==> src/rtl/mub_pkg.sv <==
package mub_pkg;

    localparam int COUNT_BITS  = 31;
    localparam int OUT_BITS    = 31;
    localparam int CFG_BITS    = 31;
    localparam int PEND_DEPTH  = 5;
    localparam int BUF_DEPTH   = 7;
    localparam int QUEUE_DEPTH = 4;
    localparam int QPTR_BITS   = $clog2(QUEUE_DEPTH);

    localparam logic [OUT_BITS-1:0] OUT_MAX       = '1;
    localparam logic [CFG_BITS-1:0] MAX_CHARS_RST = '1;

    localparam logic [7:0] LEAD_C0     = 8'b11000000;
    localparam logic [7:0] CONT_80     = 8'b10000000;
    localparam logic [7:0] LEAD_E0     = 8'b11100000;
    localparam logic [7:0] LEAD_ED     = 8'b11101101;
    localparam logic [7:0] ASCII_MASK  = 8'h7F;
    localparam logic [7:0] LOWLEAD_MSK = 8'b00011110;
    localparam logic [7:0] BACKSLASH   = 8'h5C;
    localparam logic [7:0] CONT_SET    = 8'h80;
    localparam logic [7:0] CONT_KEEP   = 8'hBF;
    localparam logic [7:0] BIT_40      = 8'h40;
    localparam logic [7:0] MASK_DF     = 8'hDF;
    localparam logic [7:0] MASK_EF     = 8'hEF;
    localparam logic [7:0] BIT_20      = 8'h20;
    localparam logic [7:0] BITS_30     = 8'h30;
    localparam logic [7:0] BIT_02      = 8'h02;

    typedef enum logic [1:0] {
        REG_ASCII_ONLY = 2'd0,
        REG_STOP_BS    = 2'd1,
        REG_MAX_CHARS  = 2'd2
    } t_reg_idx;

    typedef enum logic [11:0] {
        ST_LEAD            = 12'b000000000001,
        ST_AFTER_BS        = 12'b000000000010,
        ST_CONT            = 12'b000000000100,
        ST_CONT_LOWLEAD    = 12'b000000001000,
        ST_FIRST_LOWLEAD   = 12'b000000010000,
        ST_FIRST_SURR      = 12'b000000100000,
        ST_FIRST           = 12'b000001000000,
        ST_SECOND          = 12'b000010000000,
        ST_LEAD_LOWSURR    = 12'b000100000000,
        ST_FIRST_LOWSURR   = 12'b001000000000,
        ST_SECOND_HIGHSURR = 12'b010000000000,
        ST_SECOND_LOWSURR  = 12'b100000000000
    } t_fix_state;

    typedef struct packed {
        logic                 we;
        logic [1:0]           idx;
        logic [CFG_BITS-1:0]  data;
    } t_cfg_wr;

    typedef struct packed {
        logic [BUF_DEPTH-1:0][7:0] bytes;
        logic [2:0]                nbytes;
        logic                      done;
        logic [OUT_BITS-1:0]       consumed;
    } t_job;

    typedef struct packed {
        logic push;
        t_job job;
    } t_qwr;

    typedef struct packed {
        logic full;
        logic empty;
        t_job head;
    } t_qstat;

    function automatic logic [COUNT_BITS-1:0] sat_inc(input logic [COUNT_BITS-1:0] v);
        return (v == '1) ? v : v + 1'b1;
    endfunction

    function automatic logic [OUT_BITS-1:0] clamp_out(input logic [COUNT_BITS-1:0] v);
        logic [63:0] w;
        w = 64'(v);
        return (w > 64'(OUT_MAX)) ? OUT_MAX : w[OUT_BITS-1:0];
    endfunction

    function automatic logic [7:0] force_cont(input logic [7:0] v);
        return (v | CONT_SET) & CONT_KEEP;
    endfunction

endpackage

==> src/rtl/mub_if.sv <==
interface mub_in_if;
    logic       valid;
    logic       ready;
    logic [7:0] in_byte;
    logic       in_last;

    modport source (output valid, output in_byte, output in_last, input ready);
    modport sink   (input valid, input in_byte, input in_last, output ready);
endinterface

interface mub_out_if import mub_pkg::*; ();
    logic                valid;
    logic                ready;
    logic [7:0]          out_byte;
    logic                byte_valid;
    logic                run_last;
    logic                string_end;
    logic [OUT_BITS-1:0] consumed_count;

    modport source (output valid, output out_byte, output byte_valid, output run_last,
                    output string_end, output consumed_count, input ready);
    modport sink   (input valid, input out_byte, input byte_valid, input run_last,
                    input string_end, input consumed_count, output ready);
endinterface

==> src/rtl/mub_front.sv <==
module mub_front import mub_pkg::*; (
    input  logic     i_clk,
    input  logic     i_rst_n,
    input  t_cfg_wr  i_cfg,
    mub_in_if.sink   i_in,
    input  logic     i_full,
    output t_qwr     o_qwr
);

    logic                  r_ascii;
    logic                  r_stop_bs;
    logic [CFG_BITS-1:0]   r_max;
    t_fix_state            r_st;
    logic [7:0]            r_pend [PEND_DEPTH];
    logic [2:0]            r_pcnt;
    logic [COUNT_BITS-1:0] r_char;
    logic [COUNT_BITS-1:0] r_consumed;
    logic                  r_fresh;

    t_fix_state                n_st;
    logic [BUF_DEPTH-1:0][7:0] b;
    logic [2:0]                n_cnt;
    logic [COUNT_BITS-1:0]     n_char;
    logic [COUNT_BITS-1:0]     consumed;
    logic [CFG_BITS-1:0]       limit;
    logic                      fresh_last;
    logic                      stop;
    logic                      fin;
    logic                      emit;
    logic                      accept;

    assign i_in.ready = !i_full;
    assign accept     = i_in.valid && !i_full;

    always_comb begin
        logic [7:0] cc;
        logic [2:0] cnt;
        logic [2:0] last_idx;
        logic       append;
        logic       two;
        logic       inc;
        cc       = r_ascii ? (i_in.in_byte & ASCII_MASK) : i_in.in_byte;
        cnt      = r_pcnt;
        last_idx = cnt - 3'd1;
        append   = 1'b1;
        two      = 1'b0;
        inc      = 1'b0;
        stop     = 1'b0;
        n_st     = r_st;
        consumed = sat_inc(r_consumed);
        limit    = (r_max == '0) ? CFG_BITS'(1) : r_max;
        fresh_last = r_fresh && i_in.in_last;
        b = '0;
        for (int i = 0; i < PEND_DEPTH; i++) begin
            b[i] = r_pend[i];
        end

        unique case (r_st)
            ST_AFTER_BS: begin
                if (cc != BACKSLASH) begin
                    stop   = 1'b1;
                    append = 1'b0;
                end else begin
                    n_st = ST_LEAD;
                    inc  = 1'b1;
                end
            end
            ST_CONT_LOWLEAD: begin
                cc = force_cont(cc);
                if (cnt != 3'd0 && !(b[last_idx] == LEAD_C0 && cc == CONT_80)) begin
                    b[last_idx] = b[last_idx] | BIT_02;
                end
                n_st = ST_LEAD;
                inc  = 1'b1;
            end
            ST_CONT, ST_SECOND, ST_SECOND_LOWSURR: begin
                cc   = force_cont(cc);
                n_st = ST_LEAD;
                inc  = 1'b1;
            end
            ST_FIRST_LOWLEAD: begin
                cc   = force_cont(cc) | BIT_20;
                n_st = ST_SECOND;
            end
            ST_FIRST_SURR: begin
                cc = force_cont(cc);
                if (cc[5]) begin
                    cc   = cc & MASK_EF;
                    n_st = ST_SECOND_HIGHSURR;
                end else begin
                    n_st = ST_SECOND;
                end
            end
            ST_FIRST: begin
                cc   = force_cont(cc);
                n_st = ST_SECOND;
            end
            ST_SECOND_HIGHSURR: begin
                cc   = force_cont(cc);
                n_st = ST_LEAD_LOWSURR;
                inc  = 1'b1;
            end
            ST_LEAD_LOWSURR: begin
                cc   = LEAD_ED;
                n_st = ST_FIRST_LOWSURR;
            end
            ST_FIRST_LOWSURR: begin
                cc   = force_cont(cc) | BITS_30;
                n_st = ST_SECOND_LOWSURR;
            end
            ST_LEAD: begin
                n_st = ST_LEAD;
                priority if (!cc[7]) begin
                    if (cc == 8'd0) begin
                        two = 1'b1;
                        inc = 1'b1;
                    end else if (r_stop_bs && cc == BACKSLASH) begin
                        n_st   = ST_AFTER_BS;
                        append = 1'b0;
                    end else begin
                        inc = 1'b1;
                    end
                end else if (!cc[6] || !cc[5]) begin
                    if (!cc[6]) begin
                        cc = (cc | BIT_40) & MASK_DF;
                    end
                    n_st = ((cc & LOWLEAD_MSK) == 8'd0) ? ST_CONT_LOWLEAD : ST_CONT;
                end else begin
                    if (cc[4]) begin
                        cc = cc & MASK_EF;
                    end
                    priority if (cc == LEAD_E0) begin
                        n_st = ST_FIRST_LOWLEAD;
                    end else if (cc == LEAD_ED) begin
                        n_st = ST_FIRST_SURR;
                    end else begin
                        n_st = ST_FIRST;
                    end
                end
            end
            default: begin
                n_st   = ST_LEAD;
                append = 1'b0;
            end
        endcase

        for (int i = 0; i < BUF_DEPTH; i++) begin
            if (append && 3'(i) == cnt) begin
                b[i] = two ? LEAD_C0 : cc;
            end
            if (append && two && 3'(i) == cnt + 3'd1) begin
                b[i] = CONT_80;
            end
        end
        n_cnt  = cnt + {2'b0, append} + {2'b0, append & two};
        n_char = inc ? sat_inc(r_char) : r_char;
        emit   = !stop && (n_st == ST_LEAD || n_st == ST_AFTER_BS);
        fin    = fresh_last || stop || (64'(n_char) >= 64'(limit)) || i_in.in_last;

        o_qwr.push         = accept;
        o_qwr.job.bytes    = b;
        o_qwr.job.nbytes   = (emit && !fresh_last) ? n_cnt : 3'd0;
        o_qwr.job.done     = fin;
        o_qwr.job.consumed = clamp_out(consumed);
    end

    always_ff @(posedge i_clk) begin
        if (!i_rst_n) begin
            r_ascii   <= 1'b0;
            r_stop_bs <= 1'b0;
            r_max     <= MAX_CHARS_RST;
        end else if (i_cfg.we) begin
            unique case (i_cfg.idx)
                REG_ASCII_ONLY: r_ascii   <= i_cfg.data[0];
                REG_STOP_BS:    r_stop_bs <= i_cfg.data[0];
                REG_MAX_CHARS:  r_max     <= i_cfg.data;
                default: ;
            endcase
        end
    end

    always_ff @(posedge i_clk) begin
        if (!i_rst_n) begin
            r_st       <= ST_LEAD;
            r_pcnt     <= 3'd0;
            r_char     <= '0;
            r_consumed <= '0;
            r_fresh    <= 1'b1;
        end else if (accept) begin
            if (fin) begin
                r_st       <= ST_LEAD;
                r_pcnt     <= 3'd0;
                r_char     <= '0;
                r_consumed <= '0;
                r_fresh    <= 1'b1;
            end else begin
                r_st       <= n_st;
                r_pcnt     <= emit ? 3'd0 : ((n_cnt > 3'(PEND_DEPTH)) ? 3'(PEND_DEPTH) : n_cnt);
                r_char     <= n_char;
                r_consumed <= consumed;
                r_fresh    <= 1'b0;
            end
        end
    end

    always_ff @(posedge i_clk) begin
        if (accept) begin
            for (int i = 0; i < PEND_DEPTH; i++) begin
                r_pend[i] <= b[i];
            end
        end
    end

endmodule

==> src/rtl/mub_queue.sv <==
module mub_queue import mub_pkg::*; (
    input  logic   i_clk,
    input  logic   i_rst_n,
    input  t_qwr   i_qwr,
    input  logic   i_pop,
    output t_qstat o_qstat
);

    t_job                 r_mem [QUEUE_DEPTH];
    logic [QPTR_BITS-1:0] r_wr;
    logic [QPTR_BITS-1:0] r_rd;
    logic [QPTR_BITS:0]   r_cnt;
    logic                 push;
    logic                 pop;

    assign o_qstat.full  = (r_cnt == (QPTR_BITS+1)'(QUEUE_DEPTH));
    assign o_qstat.empty = (r_cnt == '0);
    assign o_qstat.head  = r_mem[r_rd];
    assign push = i_qwr.push && !o_qstat.full;
    assign pop  = i_pop && !o_qstat.empty;

    always_ff @(posedge i_clk) begin
        if (!i_rst_n) begin
            r_wr  <= '0;
            r_rd  <= '0;
            r_cnt <= '0;
        end else begin
            if (push) begin
                r_wr <= (r_wr == QPTR_BITS'(QUEUE_DEPTH - 1)) ? '0 : r_wr + 1'b1;
            end
            if (pop) begin
                r_rd <= (r_rd == QPTR_BITS'(QUEUE_DEPTH - 1)) ? '0 : r_rd + 1'b1;
            end
            r_cnt <= r_cnt + {{QPTR_BITS{1'b0}}, push} - {{QPTR_BITS{1'b0}}, pop};
        end
    end

    always_ff @(posedge i_clk) begin
        if (push) begin
            r_mem[r_wr] <= i_qwr.job;
        end
    end

endmodule

==> src/rtl/mub_back.sv <==
module mub_back import mub_pkg::*; (
    input  logic       i_clk,
    input  logic       i_rst_n,
    input  t_qstat     i_qstat,
    output logic       o_pop,
    mub_out_if.source  o_out
);

    logic                r_ov;
    logic [7:0]          r_byte;
    logic                r_bv;
    logic                r_last;
    logic                r_end;
    logic [OUT_BITS-1:0] r_cons;
    logic [2:0]          r_k;

    logic load;
    logic extra;
    logic is_byte;
    logic is_last;

    assign extra   = i_qstat.head.done || (i_qstat.head.nbytes == 3'd0);
    assign is_byte = r_k < i_qstat.head.nbytes;
    assign is_last = extra ? (r_k == i_qstat.head.nbytes)
                           : (r_k == i_qstat.head.nbytes - 3'd1);
    assign load    = !i_qstat.empty && (!r_ov || o_out.ready);
    assign o_pop   = load && is_last;

    assign o_out.valid          = r_ov;
    assign o_out.out_byte       = r_byte;
    assign o_out.byte_valid     = r_bv;
    assign o_out.run_last       = r_last;
    assign o_out.string_end     = r_end;
    assign o_out.consumed_count = r_cons;

    always_ff @(posedge i_clk) begin
        if (!i_rst_n) begin
            r_ov <= 1'b0;
            r_k  <= 3'd0;
        end else if (load) begin
            r_ov <= 1'b1;
            r_k  <= is_last ? 3'd0 : r_k + 3'd1;
        end else if (o_out.ready) begin
            r_ov <= 1'b0;
        end
    end

    always_ff @(posedge i_clk) begin
        if (load) begin
            r_byte <= is_byte ? i_qstat.head.bytes[r_k] : 8'd0;
            r_bv   <= is_byte;
            r_end  <= !is_byte && i_qstat.head.done;
            r_last <= is_last;
            r_cons <= i_qstat.head.consumed;
        end
    end

endmodule

==> src/rtl/modified_utf8_byte_repair_core.sv <==
// Channel   Dir  Beat payload
// i_in      in   in_byte[7:0], in_last
// o_out     out  out_byte[7:0], byte_valid, run_last, string_end, consumed_count[30:0]
// i_cfg_*   in   write enable, register index[1:0], data[30:0]
//
// Each input byte is classified combinationally and yields 1 to 7 result beats.
// The output stage sends one beat per cycle while the sink is ready; a 4-entry
// job queue absorbs bursts.
// Reset is synchronous; state returns to the leading-byte state of a new string.
// Input stalls only when the job queue is full; output stalls hold the beat.
module modified_utf8_byte_repair_core import mub_pkg::*; (
    input  logic                i_clk,
    input  logic                i_rst_n,
    mub_in_if.sink              i_in,
    mub_out_if.source           o_out,
    input  logic                i_cfg_we,
    input  logic [1:0]          i_cfg_idx,
    input  logic [CFG_BITS-1:0] i_cfg_data
);

    t_cfg_wr cfg;
    t_qwr    qwr;
    t_qstat  qstat;
    logic    pop;

    assign cfg.we   = i_cfg_we;
    assign cfg.idx  = i_cfg_idx;
    assign cfg.data = i_cfg_data;

    mub_front u_front (
        .i_clk   (i_clk),
        .i_rst_n (i_rst_n),
        .i_cfg   (cfg),
        .i_in    (i_in),
        .i_full  (qstat.full),
        .o_qwr   (qwr)
    );

    mub_queue u_queue (
        .i_clk   (i_clk),
        .i_rst_n (i_rst_n),
        .i_qwr   (qwr),
        .i_pop   (pop),
        .o_qstat (qstat)
    );

    mub_back u_back (
        .i_clk   (i_clk),
        .i_rst_n (i_rst_n),
        .i_qstat (qstat),
        .o_pop   (pop),
        .o_out   (o_out)
    );

endmodule

==> src/flat_wrapper.sv <==
// flat-port wrapper written by rule: the top's interface ports become plain ports
module modified_utf8_byte_repair_core_flat import mub_pkg::*;
  (i_clk, i_rst_n, i_cfg_we, i_cfg_idx, i_cfg_data, i_in_valid, i_in_in_byte, i_in_in_last, i_in_ready, o_out_valid, o_out_out_byte, o_out_byte_valid, o_out_run_last, o_out_string_end, o_out_consumed_count, o_out_ready);
  mub_in_if i_in_i ();
  mub_out_if o_out_i ();
  input  logic i_clk;
  input  logic i_rst_n;
  input  logic i_cfg_we;
  input  logic [1:0] i_cfg_idx;
  input  logic [CFG_BITS-1:0] i_cfg_data;
  input wire logic [$bits(i_in_i.valid)-1:0] i_in_valid;
  input wire logic [$bits(i_in_i.in_byte)-1:0] i_in_in_byte;
  input wire logic [$bits(i_in_i.in_last)-1:0] i_in_in_last;
  output wire logic [$bits(i_in_i.ready)-1:0] i_in_ready;
  output wire logic [$bits(o_out_i.valid)-1:0] o_out_valid;
  output wire logic [$bits(o_out_i.out_byte)-1:0] o_out_out_byte;
  output wire logic [$bits(o_out_i.byte_valid)-1:0] o_out_byte_valid;
  output wire logic [$bits(o_out_i.run_last)-1:0] o_out_run_last;
  output wire logic [$bits(o_out_i.string_end)-1:0] o_out_string_end;
  output wire logic [$bits(o_out_i.consumed_count)-1:0] o_out_consumed_count;
  input wire logic [$bits(o_out_i.ready)-1:0] o_out_ready;
  assign i_in_i.valid = i_in_valid;
  assign i_in_i.in_byte = i_in_in_byte;
  assign i_in_i.in_last = i_in_in_last;
  assign i_in_ready = i_in_i.ready;
  assign o_out_valid = o_out_i.valid;
  assign o_out_out_byte = o_out_i.out_byte;
  assign o_out_byte_valid = o_out_i.byte_valid;
  assign o_out_run_last = o_out_i.run_last;
  assign o_out_string_end = o_out_i.string_end;
  assign o_out_consumed_count = o_out_i.consumed_count;
  assign o_out_i.ready = o_out_ready;
  modified_utf8_byte_repair_core u_core (.i_clk(i_clk), .i_rst_n(i_rst_n), .i_in(i_in_i), .o_out(o_out_i), .i_cfg_we(i_cfg_we), .i_cfg_idx(i_cfg_idx), .i_cfg_data(i_cfg_data));
endmodule
==> config.mk <==
export PLATFORM = sky130hd
export DESIGN_NAME = modified_utf8_byte_repair_core_flat
export DESIGN_NICKNAME = d
export VERILOG_FILES = /design/src/rtl/mub_pkg.sv /design/src/rtl/mub_if.sv /design/src/rtl/mub_front.sv /design/src/rtl/mub_queue.sv /design/src/rtl/mub_back.sv /design/src/rtl/modified_utf8_byte_repair_core.sv /design/src/flat_wrapper.sv
export SDC_FILE = /design/constraint.sdc
export NUM_CORES = 1
export LEC_CHECK = 0
export ABC_AREA = 1
export BUFFER_PORTS_ARGS = -buffer_cell sky130_fd_sc_hd__buf_2
export CORE_MARGIN = 2
export CORE_UTILIZATION = 60
export CTS_CLUSTER_SIZE = 25
export DETAILED_ROUTE_END_ITERATION = 8
export PLACE_DENSITY = 0.76
export SETUP_SLACK_MARGIN = 0.1
export SKIP_CTS_REPAIR_TIMING = 1
export SYNTH_ARGS = -nofsm -noshare
export SYNTH_HDL_FRONTEND = slang
export SYNTH_SLANG_ARGS = --single-unit
export TNS_END_PERCENT = 100
==> constraint.sdc <==
create_clock -name i_clk -period 16.1 [get_ports i_clk]
set_input_delay 1.61 -clock i_clk [delete_from_list [all_inputs] [get_ports i_clk]]
set_output_delay 1.61 -clock i_clk [all_outputs]
set_load 0.01 [all_outputs]
### After elaboration in Yosys (flattened, before gate mapping)

Memories as Yosys holds them, arrays and structs flattened. A register that Yosys moved wholly into a read port is not among the register bits.
Index checks and enable logic that the tools add are counted.

| word-level totals | value |
|---|---|
| bits in registers | 164 |
| bits in writable memories | 404 |
| input port bits | 47 |
| output and inout bits | 44 |
| word-level logic and storage cells | 223 |
| memories kept | 2 |

Memory list:

| name | depth | bits a word | read ports | clocked after Yosys merged registers in | write ports | RTL line | RTL |
|---|---|---|---|---|---|---|---|
| u_core.u_queue.r_mem | 4 | 91 | 1 | 1 | 1 | mub_queue.sv:9 | `t_job r_mem [QUEUE_DEPTH];` |
| u_core.u_front.r_pend | 5 | 8 | 5 | 0 | 5 | mub_front.sv:14 | `logic [7:0] r_pend [PEND_DEPTH];` |

| cells by class | value |
|---|---|
| $add $sub $neg | 12 |
| magnitude comparators | 6 |
| eq/ne operators | 40 |
| multiplexer cells | 82 |
| bitwise gates (word level) | 1 |
| reduce and logical (&&, ||, !) cells | 62 |

Operators by type and width:

| kind | number |
|---|---|
| 8-bit 2-to-1 mux | 27 |
| 31-bit 2-to-1 mux | 6 |
| 56-bit 2-to-1 mux | 2 |
| 12-bit one-hot mux with 7 select lines | 1 |
| 31-bit by 1-bit adder with 31-bit output, second input constant | 2 |
| 31-bit equality test, second input constant | 2 |
| 56-bit bitwise mux | 1 |
| 8-bit binary-select mux with 3-bit select | 2 |
| 8-bit one-hot mux with 6 select lines | 1 |
| 12-bit 2-to-1 mux | 3 |
| 31-bit greater-or-equal comparator | 1 |
| 31-bit zero test | 1 |
| 1-bit logical AND | 28 |
| 8-bit demux with 3-bit select | 1 |
| 12-bit by 1-bit equality test with 1-bit output, second input constant | 2 |
| 12-bit by 2-bit equality test with 1-bit output, second input constant | 2 |
| 8-bit equality test, second input constant | 3 |
| 7-bit 2-to-1 mux | 3 |
| 3-bit equality test, first input constant | 6 |
| 1-bit 2-to-1 mux | 18 |
| 8-bit zero test | 2 |
| 3-bit 2-to-1 mux | 5 |
| 12-bit by 10-bit equality test with 1-bit output, second input constant | 1 |
| 12-bit by 11-bit equality test with 1-bit output, second input constant | 1 |
| 43 further kinds | 82 |

### Depth between registers and ports, before layout

| depth | value |
|---|---|
| depth in word-level cells | 17 |
| depth in mapped cells | 31 |

### Modules after synthesis

Synthesis repeated with hierarchy kept, for this count alone.

| unflattened totals | value |
|---|---|
| cells, all modules | 2,911 |
| area total of the unflattened synthesis | 27,385.0 um^2 |

Modules (own cells, without submodules):

| module | instances | cells an instance | area an instance (um^2) |
|---|---|---|---|
| mub_queue | 1 | 946 | 13,977.2 |
| mub_front | 1 | 1,756 | 11,235.8 |
| mub_back | 1 | 209 | 2,172.1 |

### Worst setup path before layout

OpenSTA, ideal clock, no wires.

| timing path | value |
|---|---|
| kind | input-to-reg |
| start point | input port i_in_valid |
| end point | memory u_core.u_queue.r_mem[0][0] (netlist bit), enable pin |
| setup time | 0.542 ns |
| arrival time | 5.968 ns |
| path slack | 9.590 ns |
| stages | 4 |
| cells stage by stage | nand2_1 -> clkbuf_1 -> clkbuf_1 -> nor2_1 |

| on the way | value |
|---|---|
| longest elaborated chain between the ends | 4 |

RTL lines:

| element | RTL line | RTL |
|---|---|---|
| start: declaration | flat_wrapper.sv:11 | `input wire logic [$bits(i_in_i.valid)-1:0] i_in_valid;` |
| 1-bit logical AND | mub_front.sv:33 | `assign accept = i_in.valid && !i_full;` |
| 1-bit logical AND | mub_queue.sv:19 | `assign push = i_qwr.push && !o_qstat.full;` |
| 1-bit 2-to-1 mux | mub_queue.sv:39 | `if (push) begin` |
| 1-bit 2-to-1 mux (not written as such) | mub_queue.sv:40 | `r_mem[r_wr] <= i_qwr.job;` |
| end: declaration | mub_queue.sv:9 |  |

No other way between the ends.

==> key figures <==
Outcome
  • Run status: complete, no violations

Clock tree
  • Clock slew at reported path FFs: 70 ps
  • Deepest level of the CTS H-tree: 2
  • Insertion delay to the later sink of the worst-skew pair: 630 ps
  • CTS root buffer: clkbuf_16
  • TritonCTS Buffers: 55
  • Clock tree sinks: 570
  • CTS tree: done
  • Maximum root-to-sink buffer count: 3

Yosys
  • Top cell type by total area after synthesis: edfxtp_1
  • Largest cells by area after synthesis: edfxtp_1, dfxtp_1, nand2_1, nor2_1, o21ai_0
  • Number of warnings printed during yosys synthesis: 0
  • Top_reg_cell synth: edfxtp_1
  • Mapped Cells: 2,861
  • Syn Std Cell Area: 0.0271 mm²
  • Synthesized netlist net count: 2,965
  • Number of synthesized register bits: 570
  • Post-synth EDFFs: 446
  • Distinct cell type count of the synthesized netlist: 55
  • Post-synth ARST share: 0%
  • Yosys top cell area share: 49.5%
  • Share of synthesized area occupied by flip-flops and latches: 58.7%
  • Synthesized area per cell: 9.46 µm²

Finish
  • Fill count: 3,459
  • Commonest cells after routing, fill and taps aside: nand2_1, edfxtp_1, nor2_1
  • Fraction of layout instances using a drive strength above 1: 10.5%
  • Finished Cell Area: 0.0297 mm²
  • Nets: 3,012
  • Most common cell after layout, fill and taps aside: nand2_1
  • Area overhead of the layout relative to synthesis: 9.82%

Power and ir drop
  • Cell leakage power: 0.0118 µW
  • Maximum ir drop on the vdd rail: 99.2 µV
  • Pwr Density: 142 mW/mm²

Die
  • Horizontal extent of the die: 216 µm
  • Num rows: 77
  • Die Outline Area: 0.0468 mm²
  • # IOs: 91
  • Die height: 216 µm
  • Initial core utilization: 61.0%
  • Core box area: 0.0443 mm²

Critical path
  • Worst path most repeated cell: nand2_1
  • CP Data Required Time: 16,610 ps
  • Critical Path Sink Type: flop
  • Worst path arrival time: 5680 ps
  • Worst-path fanout max: 41
  • Critical-path top delay cell: buf_4
  • Type of origin of the critical path: input port
  • Slowest stage delay, CP: 510 ps
  • Category of the critical setup timing path: input port to flop

Routing
  • DRC violations left: 0
  • Antenna-violating nets left: 0
  • Via count: 20,700
  • Average wire length per cell after detail routing: 19.2 µm
  • Vias/cell: 5.82
  • Starting DRC count in detailed routing: 2,365
  • Total length of routed wires: 68,200 µm
  • Pre-antenna DRT Iters: 6

Place
  • Placed Area: 0.0279 mm²
  • Number of buffers inserted by port buffering: 90
  • DPL Wire Length: 44,200 µm
  • Final RePlAce weighted congestion: 0.940

STA
  • Post-route minimum period: 5170 ps
  • Setup TNS Final: 0 ps
  • Achievable clock frequency: 193 MHz
  • Worst slew pin tran: 1230 ps
  • Final Setup Violations: 0
  • RSZ-0062 raised after global routing: false
  • Hold violation count in the final report: 0
  • Final Max Tran Viols: 0
  • Layout Skew: 18.4 ps
  • Relative max-transition margin: 18.3%
  • Ratio of final minimum period to clock period: 32.1%

Global routing
  • Largest net degree at the start of global routing: 95
  • Overall fraction of global-route tracks in use: 29.2%
  • Wire length of the first global-routing pass: 107,000 µm
  • GR Overflow Total: 0
  • Vias in the first global route: 19,700
  • Number of antenna violations at the first check in global routing: 0

Worst hold path
  • Type of the tightest min-delay check: flop to flop

Job
  • Number of max-capacitance violations reported: 0
## worst paths after layout
kind | endpoint | slack, ps | depth (start not counted) | startpoint
setup reg to reg | u_core.u_front.r_char[26] | 11140 | 27 | u_core.u_front.r_char[0]
hold reg to reg | u_core.u_front.r_consumed[17] | 490 | 2 | u_core.u_front.r_consumed[17]
setup / recovery | u_core.u_front.r_char[26] | 10930 | 30 | i_in_in_byte[7]
hold / removal | u_core.u_front.r_consumed[17] | 490 | 2 | u_core.u_front.r_consumed[17]
## flip-flops by register name, summed over array words and instances (netlist names), 8 cells and up, named ones only
name	flops
u_core.u_front.r_char	31
u_core.u_front.r_max	31
u_core.u_back.o_out.consumed_count	31
u_core.u_front.r_st	12
u_core.u_queue.r_mem	364
u_core.u_front.r_pend	40
u_core.u_front.r_consumed	31
u_core.u_back.o_out.out_byte	8
## area by class of cell
class | instances | area (µm²) | share of cell area [%]
diodes | 1 | 2.50 | 0.00842
clock buffers | 72 | 1490 | 5.02
clock inverters | 32 | 329 | 1.11
inverters | 260 | 982 | 3.31
multi-input cells | 1910 | 9680 | 32.6
flip-flops and latches | 570 | 15900 | 53.5
well taps | 592 | 741 | 2.49
repair buffers | 111 | 608 | 2.05
## cells by family (layout without fill, tap and decap cells)
group,count (synthesis),in the layout,share of synthesized area [%]
adder cells (fa/ha/maj),57,57,2.69
buffers and inverters,381,475,5.76
flip-flops,570,570,58.7
AND/OR/NAND/NOR,1312,1312,20.6
AO/OA/AOI/OAI,486,486,10.5
other,0,1,0
XOR/XNOR,55,55,1.78
## metrics by stage
stage / worst slack [ps] / power, µW / util, % / hold slack, ps / cells
after CTS: 10960 / 4230 / 67.0 / 493 / 3547
final: 10930 / 4230 / 67.0 / 489 / 3548
after global placement: 10500 / 2910 / 62.9 / 473 / 3443
after global routing: 10550 / 4410 / 67.0 / 516 / 3547
after detailed placement: 10340 / 2950 / 62.9 / 481 / 3443
after floorplan: 9590 / 2620 / - / 451 / 2861
## synthesized netlist by cell type, types with 7 or more instances
| cell | number |
|---|---|
| nand2_1 | 602 |
| edfxtp_1 | 446 |
| nor2_1 | 446 |
| inv_1 | 242 |
| o21ai_0 | 223 |
| dfxtp_1 | 124 |
| nand3_1 | 106 |
| clkbuf_1 | 83 |
| a21oi_1 | 74 |
| o22ai_1 | 73 |
| ha_1 | 55 |
| o211ai_1 | 50 |
| nor3_1 | 48 |
| xor2_1 | 44 |
| nand4_1 | 26 |
| buf_2 | 21 |
| a21oi_2 | 19 |
| inv_2 | 16 |
| nand2_2 | 13 |
| nor2_2 | 12 |
| nor4_1 | 12 |
| nor3_2 | 11 |
| xnor2_1 | 11 |
| a31oi_1 | 8 |
| buf_6 | 8 |
| nand2_4 | 8 |
| o21a_1 | 8 |
| o21ai_2 | 8 |
| nor2_4 | 7 |
## layer usage
layer  up-vias  part of all wire (%)  GRT usage [%]
met5         -                     0              0
met4         0                   2.2           7.95
met3       117                   9.6           5.85
met2       975                    46           45.8
met1      9753                    43           41.8
li1       9812                     -              -
## worst max-delay path: cells and delay by family
kind                       cells  cell delay [ps]
and+or+nand+nor               18             2050
buffers and inverters         10             1490
adders and majority gates      1              280
AOI/OAI and AO/OA              1              180
## report_power, final
part / switching [µW] / leakage, µW / internal [µW] / total, µW
logic: 714 / 0.00570 / 271 / 986
clock network: 566 / 0.000881 / 723 / 1290
registers: 76.4 / 0.00521 / 1870 / 1950
(Power assumes the default switching activity.)
